## config.mk

```make
export PLATFORM = sky130hd
export DESIGN_NAME = bgpa_ctrl
export DESIGN_NICKNAME = d
export VERILOG_FILES = /design/src/rtl/bgpa_pkg.sv /design/src/rtl/bgpa_ctrl.sv
export SDC_FILE = /design/constraint.sdc
export NUM_CORES = 1
export LEC_CHECK = 0
export ABC_AREA = 1
export BUFFER_PORTS_ARGS = -buffer_cell sky130_fd_sc_hd__buf_2
export CORE_AREA = 4 4 41 43
export CTS_CLUSTER_SIZE = 25
export DETAILED_ROUTE_END_ITERATION = 10
export DIE_AREA = 0 0 45 47
export GPL_ROUTABILITY_DRIVEN = 0
export GPL_TIMING_DRIVEN = 0
export PLACE_DENSITY = 0.3
export SYNTH_ARGS = -nofsm -noshare
export SYNTH_HDL_FRONTEND = slang
export SYNTH_SLANG_ARGS = --single-unit
```

## constraint.sdc

```tcl
create_clock -name clock -period 1.15 [get_ports clock]
set_input_delay 0.0575 -clock clock [delete_from_list [all_inputs] [get_ports clock]]
set_output_delay 0.0575 -clock clock [all_outputs]
set_load 0.01 [all_outputs]
```

## src/rtl/bgpa_pkg.sv

```systemverilog
// Shared types, constants and a helper function for the bitmap graphics port.
package bgpa_pkg;

   localparam int COORD_BITS = 8;
   localparam int ADDR_BITS  = 2 * COORD_BITS;
   localparam int CELLS      = 1 << ADDR_BITS;

   localparam int REQ_DATA_BITS = 16;
   localparam int RSP_DATA_BITS = 24;

   localparam logic [1:0] ACT_READ  = 2'd0;
   localparam logic [1:0] ACT_WRITE = 2'd1;
   localparam logic [1:0] ACT_CTRL  = 2'd2;

   localparam logic [2:0] OFFS_LOAD_X = 3'd3;
   localparam logic [2:0] OFFS_LOAD_Y = 3'd7;

   localparam logic [2:0] STEP_DL = 3'd0;
   localparam logic [2:0] STEP_U  = 3'd1;
   localparam logic [2:0] STEP_L  = 3'd2;
   localparam logic [2:0] STEP_DR = 3'd4;
   localparam logic [2:0] STEP_D  = 3'd5;
   localparam logic [2:0] STEP_R  = 3'd6;

   localparam logic [3:0] PIXEL_MASK = 4'hf;

   typedef logic [COORD_BITS-1:0] coord_type;

   typedef enum logic [1:0] {
      ST_CLEAR,
      ST_IDLE,
      ST_READ
   } state_type;

   typedef struct packed {
      logic exec;       // execute the transfer presented on the request side
      logic clr_en;     // write one zero entry of the clearing sweep
      logic load_read;  // load the registered read pixel into the response
   } cmd_type;

   typedef struct packed {
      logic item_read;
      logic item_clears;
      logic clear_last;
      logic out_free;
   } status_type;

   // Returns the X delta in the upper half and the Y delta in the lower half.
   function automatic logic [2*COORD_BITS-1:0] step_delta(input logic [2:0] code);
      coord_type dx;
      coord_type dy;
      dx = '0;
      dy = '0;
      case (code)
         STEP_DL: begin
            dx = '1;
            dy = COORD_BITS'(1);
         end
         STEP_U: dy = '1;
         STEP_L: dx = '1;
         STEP_DR: begin
            dx = COORD_BITS'(1);
            dy = COORD_BITS'(1);
         end
         STEP_D: dy = COORD_BITS'(1);
         STEP_R: dx = COORD_BITS'(1);
         default: begin
            dx = '0;
            dy = '0;
         end
      endcase
      return {dx, dy};
   endfunction

endpackage

```

## src/rtl/bgpa_ctrl.sv

```systemverilog
// Controller state machine that sequences transfers, reads and clearing sweeps.
module bgpa_ctrl (
   input  logic                 clock,
   input  logic                 reset,
   input  logic                 req_tvalid,
   output logic                 req_tready,
   input  bgpa_pkg::status_type status,
   output bgpa_pkg::cmd_type    cmd
);
   import bgpa_pkg::*;

   state_type state_ff;
   state_type state_in;

   always_ff @(posedge clock) begin
      if (reset) begin
         state_ff <= ST_CLEAR;
      end else begin
         state_ff <= state_in;
      end
   end

   always_comb begin
      state_in   = state_ff;
      cmd        = '0;
      req_tready = 1'b0;
      case (state_ff)
         ST_IDLE: begin
            req_tready = status.out_free;
            if (req_tvalid && status.out_free) begin
               cmd.exec = 1'b1;
               if (status.item_read) begin
                  state_in = ST_READ;
               end else if (status.item_clears) begin
                  state_in = ST_CLEAR;
               end
            end
         end
         ST_READ: begin
            // Hold the read pixel until the response register can take it.
            if (status.out_free) begin
               cmd.load_read = 1'b1;
               state_in      = ST_IDLE;
            end
         end
         ST_CLEAR: begin
            cmd.clr_en = 1'b1;
            if (status.clear_last) begin
               state_in = ST_IDLE;
            end
         end
         default: state_in = ST_IDLE;
      endcase
   end

endmodule

```

==> metrics.md <==
| Metric | Value |
|---|---|
| Crit-path max FO | `4` |
| CTS tree | `built` |
| Final hold vios | `0` |
| Fin crit share | `between 90 and 100%` |
| Status | `completed` |
| Max reg flops | `2` |
| Max-Slew Margin vs Limit | `a little over four fifths` |
| Reg clk slew, reported paths | `0.03 ns` |
| Routed WL per cell | `7.64 um` |
| Critical Path AT | `0.99 ns` |
| Worst-Skew Late Latency | `0.22 ns` |
| Crit path largest cell delay | `approximately 0.34 ns` |
| Initial Util | `11.0%` |
| Endpoint class of the critical path | `primary output` |
| Number of distinct library cells after synthesis | `11` |
| Cell Rows | `13` |
| First-pass GRT wire length | `593 um` |
| Port bufs | `10` |
| Min-Delay Path Class | `in -> reg` |
| Post-Syn Instances | `25` |
| Final instance count without filler cells | `53` |
| Drt via density | `3.47` |
| # setup viols final | `0` |
| Hpwl dp | `334 um` |
| # clock sinks | `2` |
| Post-route ant nets | `0` |
| VDD IR max | `0.339 mV` |
| H-tree levels | `1` |
| Largest registers | `state_ff x2` |
| Post-Route Setup TNS | `0 ns` |
| Core area | `about 0.0013 mm2` |
| Cell family with most CP delay | `flip-flops` |
| DIE AREA | `0.00212 mm2` |
| Vias in the first global route | `186` |
| Pleak | `about 0.13 nW` |
| Hold-fix buffers, CTS | `0` |
| Die X | `45 um` |
| Grt ovf | `0` |
| Routed wire length | `405 um` |
| Cell Count Post-Placement | `50` |
| ANT cells | `0` |
| Area Overhead vs Synth | `68.4%` |
| Pin count of the biggest net entering global routing | `5` |
| Total number of vias | `184` |
| CP required | `1.09 ns` |
| Flops & latches, synth | `2` |
| Min Hold Slack | `0.0104 ns` |
| Iteration count of the initial detailed-routing pass | `2` |
| 1st-iter DRT viols | `2` |
| F_max | `956 MHz` |
| Antenna violations before repair | `0` |
| Post-synthesis sequential area ratio | `28.1%` |
| Most flops, register | `state_ff` |
| Crit-path cells | `inv_2 > nor2_2 > inv_2 > nor2_1 > buf_2` |
| Global router's overall resource usage | `4.72%` |
| RSZ-0062 raised after global routing | `no` |
| CTS Buffer Depth | `2` |
| DR DRC count | `0` |
| Die H | `47 um` |
| Syn nets | `32` |
| MaxCap Viol Count | `0` |
| Syn Area/Cell | `5.71 um2` |
| Fin nets | `47` |
| Post-synthesis cell area | `143 um2` |
| Power density cells | `roughly 1300 mW/mm2` |
| CTS Buf Count | `3` |
| I/O pins | `11` |
| Minimum clock period | `~1.0 ns` |
| Slew @ Worst Pin | `about 0.23 ns` |
| Clk root buf | `clkbuf_4` |
| Slew Viols, Final | `0` |
| Critical path class | `reg -> out` |
| Startpoint types | `flop` |
| Buffers & Inverters on Critical Path | `3` |
| Total power | `0.000316 W` |
| CP max-delay cell | `dfxtp_2` |
| Clk_skew | `0.00241 ns` |
| Share of cells above drive strength 1 | `between 50% and 60%` |
| CP dominant cell by count | `inv_2` |
| Syn. warnings | `0` |
[placed cells by master, fill, tap and decap left out]
cell      count
buf_2        10
inv_1         5
nor2_1        4
nand2_1       4
clkbuf_4      3
inv_2         2
nor2_2        2
nand3_1       2
nor3_2        1
o21ai_0       1
a21oi_2       1
a21oi_1       1
dfxtp_2       1
dfxtp_1       1
[worst register-to-register path, delay by kind of cell, from the launching register on]
family | cells | cell delay [ns]
and+or+nand+nor | 3 | 0.27
DFF | 1 | 0.34
AOI/OAI and AO/OA | 1 | 0.12
buffers and inverters | 2 | 0.11
[routing by layer]
metal / share of wire (%) / global-route usage, %
met3: 4.9 / 2.30
met2: 56 / 7.63
met5: 0 / 0
met1: 39 / 2.70
met4: 0 / 8.77
[kinds of logic (layout without fill, tap and decap cells)]
logic type | Yosys count | in the layout | share of synthesized area, %
compound gates | 3 | 3 | 13.2
buf+inv | 7 | 20 | 18.4
flops | 2 | 2 | 28.1
simple gates | 13 | 13 | 40.3
[through the flow]
stage | worst slack, ns | cell area (um2) | utilization [%]
after CTS | 0.0501 | 234 | 18.0
after detailed placement | 0.204 | 211 | 16.3
after global routing | 0.00207 | 240 | 18.5
final | 0.104 | 240 | 18.5
after floorplan | 0.223 | 143 | -
after global placement | 0.203 | 211 | 16.3
[power by group]
part	internal [W]	switching, W
Combinational	0.0000323	0.0000465
Clock	0.000115	0.0000372
Sequential	0.0000780	0.00000723
Total	0.000225	0.0000910
[cell usage after synthesis, drive strengths merged]
| cell | n | area, um2 |
|---|---|---|
| o21ai | 1 | 5.00 |
| dfxtp | 2 | 40.0 |
| inv | 7 | 26.3 |
| a21oi | 2 | 13.8 |
| nor3 | 1 | 5.00 |
| nand2 | 4 | 15.0 |
| nor2 | 6 | 27.5 |
| nand3 | 2 | 10.0 |
[area by class of cell]
class	count	area, um2
multi-input combinational	16	81.3
timing repair buffer	10	50.0
sequential	2	41.3
tap	15	18.8
clock buffer	3	22.5
inverter	7	26.3
fill	169	1060
[timing repair]
action                     4_1_cts  5_1_grt
gates resized for setup          0        2
setup endpoints to repair        0        3
setup buffers                    0        0
[final timing paths]
check                    from     endpoint  slack, ns  depth (start not counted)
hold reg to reg   state_ff[1]  state_ff[1]       0.56                          2
setup reg to reg  state_ff[0]  state_ff[1]       0.24                          6
setup / recovery  state_ff[0]       cmd[2]       0.10                          5
hold / removal          reset  state_ff[1]       0.01                          2
Power figures use the tool's default switching activity.
